$ cat config.mk
export PLATFORM = sky130hd
export DESIGN_NAME = pcm_voice_mix_saturate_flat
export DESIGN_NICKNAME = d
export VERILOG_FILES = /design/src/hdl/pvms_pkg.sv /design/src/hdl/pvms_voice_if.sv /design/src/hdl/pvms_frame_if.sv /design/src/hdl/pcm_voice_mix_saturate.sv /design/src/hdl/pvms_scale.sv /design/src/hdl/pvms_accum.sv /design/src/flat_wrapper.sv
export SDC_FILE = /design/constraint.sdc
export NUM_CORES = 1
export LEC_CHECK = 0
export BUFFER_PORTS_ARGS = -buffer_cell sky130_fd_sc_hd__buf_2
export CORE_UTILIZATION = 50
export CTS_CLUSTER_SIZE = 30
export DETAILED_ROUTE_END_ITERATION = 8
export PLACE_DENSITY = 0.68
export SETUP_SLACK_MARGIN = 0.5
export SLEW_MARGIN = 20
export SYNTH_ARGS = -nofsm -noshare
export SYNTH_HDL_FRONTEND = slang
export SYNTH_SLANG_ARGS = --single-unit
export TNS_END_PERCENT = 1
$ cat constraint.sdc
create_clock -name clk -period 11.4 [get_ports clk]
set_input_delay 2.28 -clock clk [delete_from_list [all_inputs] [get_ports clk]]
set_output_delay 2.28 -clock clk [all_outputs]
set_load 0.02 [all_outputs]
$ cat src/hdl/pvms_pkg.sv
// Shared widths, types and constants for the saturating PCM voice mixer.
package pvms_pkg;

  localparam int SAMPLE_W = 8;
  localparam int GAIN_W   = 8;
  localparam int SCALED_W = SAMPLE_W + 1;
  localparam int PROD_W   = SAMPLE_W + GAIN_W + 1;
  localparam int SUM_W    = SCALED_W + 1;

  localparam logic [SAMPLE_W-1:0] SIGN_FLIP = 8'h80;
  localparam logic signed [SAMPLE_W-1:0] ACC_MAX = 8'sd127;
  localparam logic signed [SAMPLE_W-1:0] ACC_MIN = -8'sd128;

  typedef logic [SAMPLE_W-1:0]        sample_t;
  typedef logic [GAIN_W-1:0]          gain_t;
  typedef logic signed [SAMPLE_W-1:0] acc_t;
  typedef logic signed [SCALED_W-1:0] scaled_t;

  typedef struct packed {
    sample_t sample_left;
    sample_t sample_right;
    logic    is_mono;
    gain_t   gain_left;
    gain_t   gain_right;
    logic    last_voice;
  } voice_t;

endpackage

$ cat src/hdl/pvms_voice_if.sv
// Valid/ready channel carrying one voice contribution item.
interface pvms_voice_if
  import pvms_pkg::*;
  ();
  logic    valid;
  logic    ready;
  sample_t sample_left;
  sample_t sample_right;
  logic    is_mono;
  gain_t   gain_left;
  gain_t   gain_right;
  logic    last_voice;

  modport source (
    output valid, sample_left, sample_right, is_mono, gain_left, gain_right, last_voice,
    input  ready
  );
  modport sink (
    input  valid, sample_left, sample_right, is_mono, gain_left, gain_right, last_voice,
    output ready
  );
endinterface

$ cat src/hdl/pvms_frame_if.sv
// Valid/ready channel carrying one mixed stereo frame item.
interface pvms_frame_if
  import pvms_pkg::*;
  ();
  logic    valid;
  logic    ready;
  sample_t mix_left;
  sample_t mix_right;

  modport source (output valid, mix_left, mix_right, input ready);
  modport sink (input valid, mix_left, mix_right, output ready);
endinterface

$ cat src/hdl/pcm_voice_mix_saturate.sv
// Top level: saturating mixer of 8-bit PCM voices into stereo frames.
// A last voice item's frame passes from the input register to the output register.
// One voice item per cycle unless a last voice meets a stalled full output; the accumulators are the only loop.
// An output register lets new voices enter while a finished frame waits.
// Reset (synchronous, active high) clears both accumulators to silence
// and empties the input and output registers.
module pcm_voice_mix_saturate
  import pvms_pkg::*;
(
  input  logic clk,
  input  logic rst,
  pvms_voice_if.sink   voice,
  pvms_frame_if.source frame
);

  logic    in_valid;
  voice_t  in_item;
  logic    advance;
  logic    emit;
  sample_t right_src;
  scaled_t scaled_left;
  scaled_t scaled_right;
  sample_t mix_left_next;
  sample_t mix_right_next;
  logic    out_valid;
  sample_t out_left;
  sample_t out_right;

  assign emit    = in_valid & in_item.last_voice;
  assign advance = in_valid & (~in_item.last_voice | ~out_valid | frame.ready);
  assign voice.ready = ~in_valid | advance;

  always_ff @(posedge clk) begin
    if (rst) begin
      in_valid <= 1'b0;
    end else if (voice.ready) begin
      in_valid <= voice.valid;
    end
  end

  always_ff @(posedge clk) begin
    if (voice.ready && voice.valid) begin
      in_item <= '{sample_left:  voice.sample_left,
                   sample_right: voice.sample_right,
                   is_mono:      voice.is_mono,
                   gain_left:    voice.gain_left,
                   gain_right:   voice.gain_right,
                   last_voice:   voice.last_voice};
    end
  end

  assign right_src = in_item.is_mono ? in_item.sample_left : in_item.sample_right;

  pvms_scale u_scale_left (
    .sample (in_item.sample_left),
    .gain   (in_item.gain_left),
    .scaled (scaled_left)
  );

  pvms_scale u_scale_right (
    .sample (right_src),
    .gain   (in_item.gain_right),
    .scaled (scaled_right)
  );

  pvms_accum u_accum_left (
    .clk     (clk),
    .rst     (rst),
    .advance (advance),
    .clear   (in_item.last_voice),
    .scaled  (scaled_left),
    .mix     (mix_left_next)
  );

  pvms_accum u_accum_right (
    .clk     (clk),
    .rst     (rst),
    .advance (advance),
    .clear   (in_item.last_voice),
    .scaled  (scaled_right),
    .mix     (mix_right_next)
  );

  always_ff @(posedge clk) begin
    if (rst) begin
      out_valid <= 1'b0;
    end else if (advance && emit) begin
      out_valid <= 1'b1;
    end else if (frame.ready) begin
      out_valid <= 1'b0;
    end
  end

  always_ff @(posedge clk) begin
    if (advance && emit) begin
      out_left  <= mix_left_next;
      out_right <= mix_right_next;
    end
  end

  assign frame.valid     = out_valid;
  assign frame.mix_left  = out_left;
  assign frame.mix_right = out_right;

endmodule

$ cat src/hdl/pvms_scale.sv
// Centers an unsigned sample and scales it by gain/256, truncating toward zero.
module pvms_scale
  import pvms_pkg::*;
(
  input  sample_t sample,
  input  gain_t   gain,
  output scaled_t scaled
);

  acc_t                     centered;
  logic signed [PROD_W-1:0] prod;
  logic                     round_up;

  assign centered = acc_t'(sample ^ SIGN_FLIP);
  assign prod     = PROD_W'(centered) * PROD_W'($signed({1'b0, gain}));
  // arithmetic shift floors; bump negatives with a remainder back toward zero
  assign round_up = prod[PROD_W-1] & (|prod[GAIN_W-1:0]);
  assign scaled   = scaled_t'(prod[PROD_W-1:GAIN_W]) + scaled_t'({1'b0, round_up});

endmodule

$ cat src/hdl/pvms_accum.sv
// One side's running accumulator with clip to the signed byte range.
module pvms_accum
  import pvms_pkg::*;
(
  input  logic    clk,
  input  logic    rst,
  input  logic    advance,
  input  logic    clear,
  input  scaled_t scaled,
  output sample_t mix
);

  acc_t                    acc;
  acc_t                    acc_next;
  logic signed [SUM_W-1:0] sum;

  assign sum = SUM_W'(acc) + SUM_W'(scaled);

  always_comb begin
    if (sum > SUM_W'(ACC_MAX)) begin
      acc_next = ACC_MAX;
    end else if (sum < SUM_W'(ACC_MIN)) begin
      acc_next = ACC_MIN;
    end else begin
      acc_next = acc_t'(sum);
    end
  end

  assign mix = sample_t'(acc_next) ^ SIGN_FLIP;

  always_ff @(posedge clk) begin
    if (rst) begin
      acc <= '0;
    end else if (advance) begin
      acc <= clear ? acc_t'(0) : acc_next;
    end
  end

endmodule
$ cat src/flat_wrapper.sv
// flat-port wrapper written by rule: the top's interface ports become plain ports
module pcm_voice_mix_saturate_flat import pvms_pkg::*;
  (clk, rst, voice_valid, voice_sample_left, voice_sample_right, voice_is_mono, voice_gain_left, voice_gain_right, voice_last_voice, voice_ready, frame_valid, frame_mix_left, frame_mix_right, frame_ready);
  pvms_voice_if voice_i ();
  pvms_frame_if frame_i ();
  input  logic clk;
  input  logic rst;
  input wire logic [$bits(voice_i.valid)-1:0] voice_valid;
  input wire logic [$bits(voice_i.sample_left)-1:0] voice_sample_left;
  input wire logic [$bits(voice_i.sample_right)-1:0] voice_sample_right;
  input wire logic [$bits(voice_i.is_mono)-1:0] voice_is_mono;
  input wire logic [$bits(voice_i.gain_left)-1:0] voice_gain_left;
  input wire logic [$bits(voice_i.gain_right)-1:0] voice_gain_right;
  input wire logic [$bits(voice_i.last_voice)-1:0] voice_last_voice;
  output wire logic [$bits(voice_i.ready)-1:0] voice_ready;
  output wire logic [$bits(frame_i.valid)-1:0] frame_valid;
  output wire logic [$bits(frame_i.mix_left)-1:0] frame_mix_left;
  output wire logic [$bits(frame_i.mix_right)-1:0] frame_mix_right;
  input wire logic [$bits(frame_i.ready)-1:0] frame_ready;
  assign voice_i.valid = voice_valid;
  assign voice_i.sample_left = voice_sample_left;
  assign voice_i.sample_right = voice_sample_right;
  assign voice_i.is_mono = voice_is_mono;
  assign voice_i.gain_left = voice_gain_left;
  assign voice_i.gain_right = voice_gain_right;
  assign voice_i.last_voice = voice_last_voice;
  assign voice_ready = voice_i.ready;
  assign frame_valid = frame_i.valid;
  assign frame_mix_left = frame_i.mix_left;
  assign frame_mix_right = frame_i.mix_right;
  assign frame_i.ready = frame_ready;
  pcm_voice_mix_saturate u_core (.clk(clk), .rst(rst), .voice(voice_i), .frame(frame_i));
endmodule
# After elaboration in Yosys (flattened, before gate mapping)
# Index checks and enable logic that the tools add are counted.
[classes]
order_cmp = 4
n_addsub = 4
eq_ne = 0
bitwise = 14
n_shift = 0
n_reduce_logical = 5
div = 0
mux = 9
mul = 2
[ops]
columns = ["cell", "count"]
rows = [
  ["$mux W8", 7],
  ["$mul A8 B9 Y17", 2],
  ["$add A8 B9 Y10", 2],
  ["$gt A10 B8 Y1 const B", 2],
  ["$lt A10 B8 Y1 const B", 2],
  ["$add A9 B2 Y9", 2],
  ["$reduce_or A8 Y1", 2],
  ["$not A1 Y1", 7],
  ["$and A1 B1 Y1", 4],
  ["$or A1 B1 Y1", 3],
  ["$logic_and A1 B1 Y1", 2],
  ["$mux W1", 2],
  ["$reduce_bool A2 Y1", 1],
]
[totals]
latchBits = 0
ramBits = 0
memories = 0
out_inout_bits = 18
input_bits = 38
word_cells = 50
reg_bits = 68
romBits = 0

# Logic depth before layout (Yosys ltp)
# Gate-level depths: netlist (run 1).
[depth]
word_depth = 11
depth_mapped = 33

# Cells and area by module
# A second synthesis (run 1) with hierarchy kept.
[hier_totals]
cells_unflattened = 883
area_unflattened_um2 = 8575.7
[modules_own_cells]
columns = ["module", "cells_per_inst", "seq_area_each_um2", "area_per_inst_um2", "instances"]
rows = [
  ["pvms_scale (u_core.u_scale_right)", 284, 0.0, 2461.1, 1],
  ["pvms_scale (u_core.u_scale_left)", 284, 0.0, 2439.8, 1],
  ["pcm_voice_mix_saturate", 71, 1541.5, 1735.4, 1],
  ["pvms_accum (u_core.u_accum_left)", 129, 160.2, 1019.7, 1],
  ["pvms_accum (u_core.u_accum_right)", 115, 160.2, 919.6, 1],
]

# Least setup slack after synthesis (run 1)
# No wires, ideal clock.
[synth_timing]
path_kind = "register -> register"
startpoint = "reg u_core.in_item[17] in the netlist's numbering"
endpoint = "reg u_core.u_accum_right.acc[0]"
path_buffers = 1
t_arrival_ns = 7.722
synth_period_minus_slack_ns = 7.796
required_time_ns = 11.326
path_stages_with_launch = 30
slack_ns = 3.604
setup_ns = 0.074
cell_sequence = "edfxtp_1 -> clkbuf_1 -> mux2_2 -> or2_2 -> fa_1 -> fa_1 -> inv_1 -> fa_1 -> fa_1 -> ha_1 -> or4_4 -> o211a_1 -> o21a_1 -> o311ai_0 -> o311ai_2 -> a21oi_1 -> ha_1 -> ha_1 -> inv_1 -> a311oi_1 -> nand2_1 -> xnor2_1 -> ha_1 -> o211ai_1 -> o211a_1 -> or2_2 -> o311ai_0 -> a31oi_1 -> nand2b_1 -> o21ai_0"
[synth_between]
elab_chain_len = 11
[synth_lines]
columns = ["item", "line_no", "text"]
rows = [
  ["start, declared", "pcm_voice_mix_saturate.sv:17", "voice_t in_item;"],
  ["start signal, assigned", "pcm_voice_mix_saturate.sv:43", "in_item <= '{sample_left: voice.sample_left,"],
  ["$mux W8 (*)", "pcm_voice_mix_saturate.sv:52", "assign right_src = in_item.is_mono ? in_item.sample_left : in_item.sample_right;"],
  ["$not A1 Y1 (no source line)", "--", ""],
  ["$mul A8 B9 Y17 (*)", "pvms_scale.sv:15", "assign prod = PROD_W'(centered) * PROD_W'($signed({1'b0, gain}));"],
  ["$reduce_or A8 Y1", "pvms_scale.sv:17", "assign round_up = prod[PROD_W-1] & (|prod[GAIN_W-1:0]);"],
  ["$and A1 B1 Y1", "pvms_scale.sv:17", ""],
  ["$add A9 B2 Y9 (*)", "pvms_scale.sv:18", "assign scaled = scaled_t'(prod[PROD_W-1:GAIN_W]) + scaled_t'({1'b0, round_up});"],
  ["$add A8 B9 Y10 (*)", "pvms_accum.sv:17", "assign sum = SUM_W'(acc) + SUM_W'(scaled);"],
  ["$lt A10 B8 Y1", "pvms_accum.sv:22", "end else if (sum < SUM_W'(ACC_MIN)) begin"],
  ["$mux W8", "pvms_accum.sv:22", ""],
  ["$mux W8 (*)", "pvms_accum.sv:20", "if (sum > SUM_W'(ACC_MAX)) begin"],
  ["$mux W8 (*)", "pvms_accum.sv:35", "acc <= clear ? acc_t'(0) : acc_next;"],
  ["end signal, assigned", "pvms_accum.sv:35", ""],
  ["end, declared", "pvms_accum.sv:13", "acc_t acc;"],
]
# Mark *: on every way between the ends. The rest lies on a longest branch, timed or not.
# A chain may end at the register's enable or synchronous reset.

# Final worst setup path (run 1)
[layout_timing]
startpoint = "reg u_core.in_item[17] in the netlist's numbering"
endpoint = "reg u_core.u_accum_right.acc[2]"
# The elaborated chain is that of the path after synthesis.

==> results of run 1 <==
[worst reg2reg max path, delay by kind of cell (launching register included)]
| family | cells | cell delay (ns) |
|---|---|---|
| adders and majority gates | 8 | 2.89 |
| AOI/OAI and AO/OA | 11 | 2.48 |
| and+or+nand+nor | 5 | 1.62 |
| DFF | 1 | 0.56 |
| muxes | 1 | 0.48 |
| xor gates and xnor gates | 1 | 0.18 |
| buffers and inverters | 2 | 0.10 |
[layout by cell type, fill, tap and decap left out, types with 6 or more instances in the layout]
cell type	n
o21a_1	9
fa_1	76
nor2_1	53
a21o_1	12
and2_1	62
xnor2_1	27
inv_1	106
nand2_1	63
xor2_1	14
a21oi_1	28
or2_2	10
nor2b_1	22
edfxtp_1	50
nand3b_1	6
clkbuf_16	9
mux2_2	7
nand3_1	10
dfxtp_1	18
o211ai_1	8
nor3_1	9
a31oi_1	7
buf_2	55
ha_1	110
o21ai_0	28
nand2b_1	9
[sequential cells by signal, indices dropped and copies added (netlist names)]
signal	cells
u_core.u_accum_right.acc	8
u_core.frame.mix_right	8
u_core.in_item	34
u_core.in_valid	1
u_core.u_accum_left.acc	8
u_core.frame.mix_left	8
u_core.frame.valid	1
[power groups by stage]
stage | clock network (mW) | registers (mW) | logic, mW
after floorplan | 0 | 0.369 | 1.27
after global placement | 0 | 0.361 | 1.62
after detailed placement | 0 | 0.360 | 1.62
after CTS | 0.307 | 0.357 | 1.65
after global routing | 0.318 | 0.361 | 1.87
final | 0.301 | 0.356 | 1.65
[final cells by class]
| cell class | count | area [µm²] | area share (%) |
|---|---|---|---|
| clock buffers | 10 | 229 | 2.59 |
| clock inverters | 6 | 86.3 | 0.976 |
| inverters | 106 | 398 | 4.50 |
| multi-input cells | 640 | 5700 | 64.5 |
| flip-flops and latches | 68 | 1860 | 21.0 |
| well taps | 211 | 264 | 2.98 |
| repair buffers | 56 | 303 | 3.42 |
[how the worst min path moves through the flow]
stage	slack [ns]	depth (start not counted)	to
2_1_floorplan	0.43	2	u_core.u_accum_left.acc[0]
3_3_place_gp	0.44	2	u_core.u_accum_left.acc[0]
3_5_place_dp	0.46	2	u_core.u_accum_left.acc[0]
4_1_cts	0.47	2	u_core.u_accum_left.acc[5]
5_1_grt	0.49	2	u_core.u_accum_right.acc[0]
6_report	0.47	2	u_core.u_accum_left.acc[5]
[routing by layer]
layer  routed length, µm  GRT usage [%]
met5                   0              0
met4                 155           4.50
met3                 871           4.57
met2                7250           33.9
met1                8230           31.2
[kinds of logic after synthesis]
| family | share of synthesized area, % |
|---|---|
| AND/OR/NAND/NOR | 17.7 |
| AO/OA/AOI/OAI | 11.2 |
| buffers and inverters | 5.53 |
| XOR/XNOR | 4.49 |
| adder cells (fa/ha/maj) | 36.3 |
| multiplexers | 1.49 |
| flip-flops | 23.3 |
==> results.cfg, run 1 <==
[synthesis]
synth_top_area_share_pct = 19.0
synthCells = 821
synth_area_um2 = 7990
syn_area_per_cell_um2 = 9.74
yosys_warnings = 0
synth-seq-area-share_pct = 23.3
async_flop_share_pct = 0
synth-edff-count = 50
synth_nets = 1045
ys.flop_type = edfxtp_1
yosysMostFrequentCell = ha_1
synth.distinct_cells = 59
synthTopCellsByCount = 110 x ha_1, 106 x inv_1, 76 x fa_1
yosys-top-cells-area = fa_1 19%, edfxtp_1 19%, ha_1 17%
ys_ff_latch = 68
yosysTopAreaCell = fa_1

[finish]
final_cells = 1097
final_nets = 1105
nFillCells = 1385
final_util_pct = 57.3
fin_area_um2 = 8850
layout-drive-gt1-share_pct = 10.7
area.growth.synth_to_final_pct = 10.7
diodes = 0

[worst_setup_path]
reg2reg_depth = 28
worstSetupEndpoint = u_core.u_accum_right.acc[2]
r2r_start = u_core.in_item[17]
r2r-end = u_core.u_accum_right.acc[2]
startpoint = u_core.in_item[17]
endpoint_kind = flip-flop
crit_family = adder cells
path_depth = 28
required_ns = 11.65
cp-start-kind = flip-flop
slowest_stage = edfxtp_1
cp.arrival_ns = 8.64
rrSetupSlack_ns = 3.01
slowest_delay_ns = 0.56
crit_buf_inv = 2
crit_type = flip-flop to flip-flop
crit_path_max_fanout = 10

[power_and_ir_drop]
p_int_mw = 1.21
clockPowerShare_pct = 13.1
total_power_mw = 2.31
seq_power_share_pct = 15.4
powerDensity_nw_per_um2 = 261
leakage_nw = 4.14
swShare_pct = 47.4
p_sw_mw = 1.09
comb_power_share_pct = 71.5
peakVddDrop_mv = 0.226

[die]
chipHeight_um = 128
core_um2 = 15400
ioPinCount = 56
die_area_um2 = 16500
rows = 45
die_w_um = 128
start_util_pct = 51.8

[placed_design]
dp_worst_setup_slack_ns = 3.11
place_congestion = 0.841
dp_hpwl_mm = 13.1
place_inst = 1080
place_area_um2 = 8500
numPortBuffers = 55

[cts]
cts_resized = 0
path_clk_slew_ns = 0.06
clock_latency_ns = 0.33
cts_buffers = 9
htreeDepth = 3
ctsLongestPathBuffers = 2
cts_tree = yes
post_cts_buffers = 0
cts_root_buf = clkbuf_16
cts_num_sinks = 68
holdBufCountCts = 0

[global_routing]
grtUsageTotal_pct = 21.7
grt_start_max_net_pins = 35
grt_pass1_wl_mm = 28.4
grt_overflow_total = 0
antenna_found_initial = 0
grt_pass1_vias = 5880

[route]
drtPass1Iterations = 4
viasPerCell = 5.31
vias = 5824
routed_wl_mm = 16.5
drc = 0
antenna_left = 0
drtIter0Drc = 253
wire_per_inst_um = 15.1

[sta]
hold_viol = 0
holdWs_ns = 0.469
min_period_over_period_pct = 73.6
fmaxAchievable_mhz = 119
skew_ns = 0.0104
fin_crit_ns = 8.39
setup_tns_ns = 0
rsz0062_at_grt = no
fin_ws_ns = 3.01
setup_violations = 0
tightest_slew_ns = 1.11
slew-limit-headroom_pct = 26.2
drv_slew = 0

[min_path]
holdCritPathClass = flip-flop to flip-flop
min_from = u_core.u_accum_left.acc[5]

[run_status]
outcome = finished, final reports clean

[flow_run]
maxCapViolations = 0
Power figures use the tool's default switching activity.
==> inputs of run 2 (changes only) <==
==> constraint.sdc (replaced) <==
create_clock -name clk -period 7.95 [get_ports clk]
set_input_delay 1.59 -clock clk [delete_from_list [all_inputs] [get_ports clk]]
set_output_delay 1.59 -clock clk [all_outputs]
set_load 0.02 [all_outputs]
==> run 2 against run 1 <==
Against the previous run: maximum frequency up 7.6%; critical path depth rose by 1; via count up 6.7%; cell count grew 3.7%; combinational power grew 65%; largest cell class unchanged.
==> results.cfg, run 2 (synthesis gave the netlist of run 1 again) <==
[worst_setup_path]
reg2reg_depth = 29
worstSetupEndpoint = u_core.u_accum_right.acc[1]
r2r_start = u_core.in_item[17]
crit_type = flip-flop to flip-flop
slowest_stage = fa_2
cp.arrival_ns = 8.01
rrSetupSlack_ns = 0.15
startpoint = u_core.in_item[17]
slowest_delay_ns = 0.55
r2r-end = u_core.u_accum_right.acc[1]
cp_common_cell = fa_1
endpoint_kind = flip-flop
required_ns = 8.16
crit_buf_inv = 3
crit_family = adder cells
crit_path_max_fanout = 7
path_depth = 29
cp-start-kind = flip-flop

[sta]
hold_viol = 0
slew-limit-headroom_pct = 26.6
setup_violations = 0
min_period_over_period_pct = 98.1
rsz0062_at_grt = yes
fin_ws_ns = 0.154
fin_crit_ns = 7.80
skew_ns = 0.0104
tightest_slew_ns = 1.10
drv_slew = 0
fmaxAchievable_mhz = 128

[run_status]
outcome = finished, final reports clean

[finish]
layout-drive-gt1-share_pct = 20.1
largest_register = u_core.in_item
diodes = 0
area.growth.synth_to_final_pct = 18.8
largest_register_ffs = 34
layout_common_cells = 103 x inv_1, 98 x ha_1, 73 x fa_1, 62 x nand2_1, 59 x and2_1
final_nets = 1146
layout.cells.most_common = inv_1

[route]
drc = 0
routed_wl_mm = 17.5
vias = 6214
antenna_left = 0
viasPerCell = 5.46
drtPass1Iterations = 5
wire_per_inst_um = 15.4
drtIter0Drc = 319

[placed_design]
numPortBuffers = 55
dp_worst_setup_slack_ns = -0.0170
dp_hpwl_mm = 13.3
place_congestion = 0.855

[min_path]
holdCritPathClass = flip-flop to flip-flop

[die]
die_area_um2 = 16500
ioPinCount = 56
core_um2 = 15400
chipHeight_um = 128
start_util_pct = 51.8
rows = 45
die_w_um = 128

[power_and_ir_drop]
peakVddDrop_mv = 0.227
leakage_nw = 4.38
total_power_mw = 3.64
powerDensity_nw_per_um2 = 383

[cts]
ctsLongestPathBuffers = 2
cts_root_buf = clkbuf_16
clock_latency_ns = 0.33
path_clk_slew_ns = 0.06
cts_num_sinks = 68
holdBufCountCts = 0
htreeDepth = 3
cts_tree = yes
cts_buffers = 9

[global_routing]
antenna_found_initial = 0
grtUsageTotal_pct = 22.5
grt_pass1_wl_mm = 29.7
grt_pass1_vias = 6258
grt_overflow_total = 0
grt_start_max_net_pins = 35

[flow_run]
maxCapViolations = 0
==> run 2: layout make-up <==
cell class              instances  area, µm²
repair buffers                 97        643
fillers                      1331       5940
inverters                     106        398
flip-flops and latches         68       1860
multi-input cells             640       6020
clock inverters                 7       75.1
well taps                     211        264
clock buffers                   9        225
==> run 2: timing repair <==
action                                  in CTS  in global routing
gates resized for setup                     33                 33
setup buffers                               15                  5
endpoints found under the setup margin      23                 32
pin swaps                                   28                 26
==> run 2: worst reg2reg max path, delay by kind of cell, from the launching register on <==
family	cells	cell delay [ns]
muxes	2	0.52
buffers and inverters	3	0.34
adders and majority gates	8	2.88
xor gates and xnor gates	1	0.20
DFF	1	0.43
AOI/OAI and AO/OA	12	2.41
and+or+nand+nor	3	0.89
==> run 2: worst min-delay path by stage <==
stage / from / end / slack (ns) / cells past startpoint
after floorplan: u_core.u_accum_left.acc[0] / u_core.u_accum_left.acc[0] / 0.43 / 2
after global placement: u_core.u_accum_left.acc[5] / u_core.u_accum_left.acc[5] / 0.45 / 2
after detailed placement: u_core.u_accum_left.acc[6] / u_core.u_accum_left.acc[6] / 0.46 / 2
after CTS: u_core.u_accum_left.acc[6] / u_core.u_accum_left.acc[6] / 0.47 / 2
after global routing: u_core.u_accum_left.acc[3] / u_core.u_accum_left.acc[3] / 0.49 / 2
final: u_core.u_accum_left.acc[6] / u_core.u_accum_left.acc[6] / 0.46 / 2
==> run 2: per-layer routing <==
| metal | track usage (%) | routed length [µm] | part of all wire, % | up-vias |
|---|---|---|---|---|
| li1 | - | - | - | 3026 |
| met1 | 32.3 | 8450 | 48 | 2987 |
| met2 | 35.3 | 7790 | 45 | 181 |
| met3 | 5.20 | 1120 | 6.4 | 20 |
| met4 | 3.46 | 148 | 0.85 | 0 |
| met5 | 0 | 0 | 0 | - |
==> run 2: metrics by stage <==
step	instance area [µm²]	utilization (%)	std cells	hold WS (ns)	TNS (ns)
2_1_floorplan	8020	-	821	0.432	0
3_3_place_gp	8680	56.3	1101	0.448	0
3_5_place_dp	8680	56.3	1101	0.456	-0.0196
4_1_cts	9260	60.0	1132	0.470	0
5_1_grt	9490	61.5	1138	0.492	-0.794
6_report	9490	61.5	1138	0.461	0
==> run 2: report_power, final <==
group,internal (mW),switching (mW)
logic,1.21,1.51
clock network,0.244,0.158
registers,0.474,0.0320
total,1.93,1.70
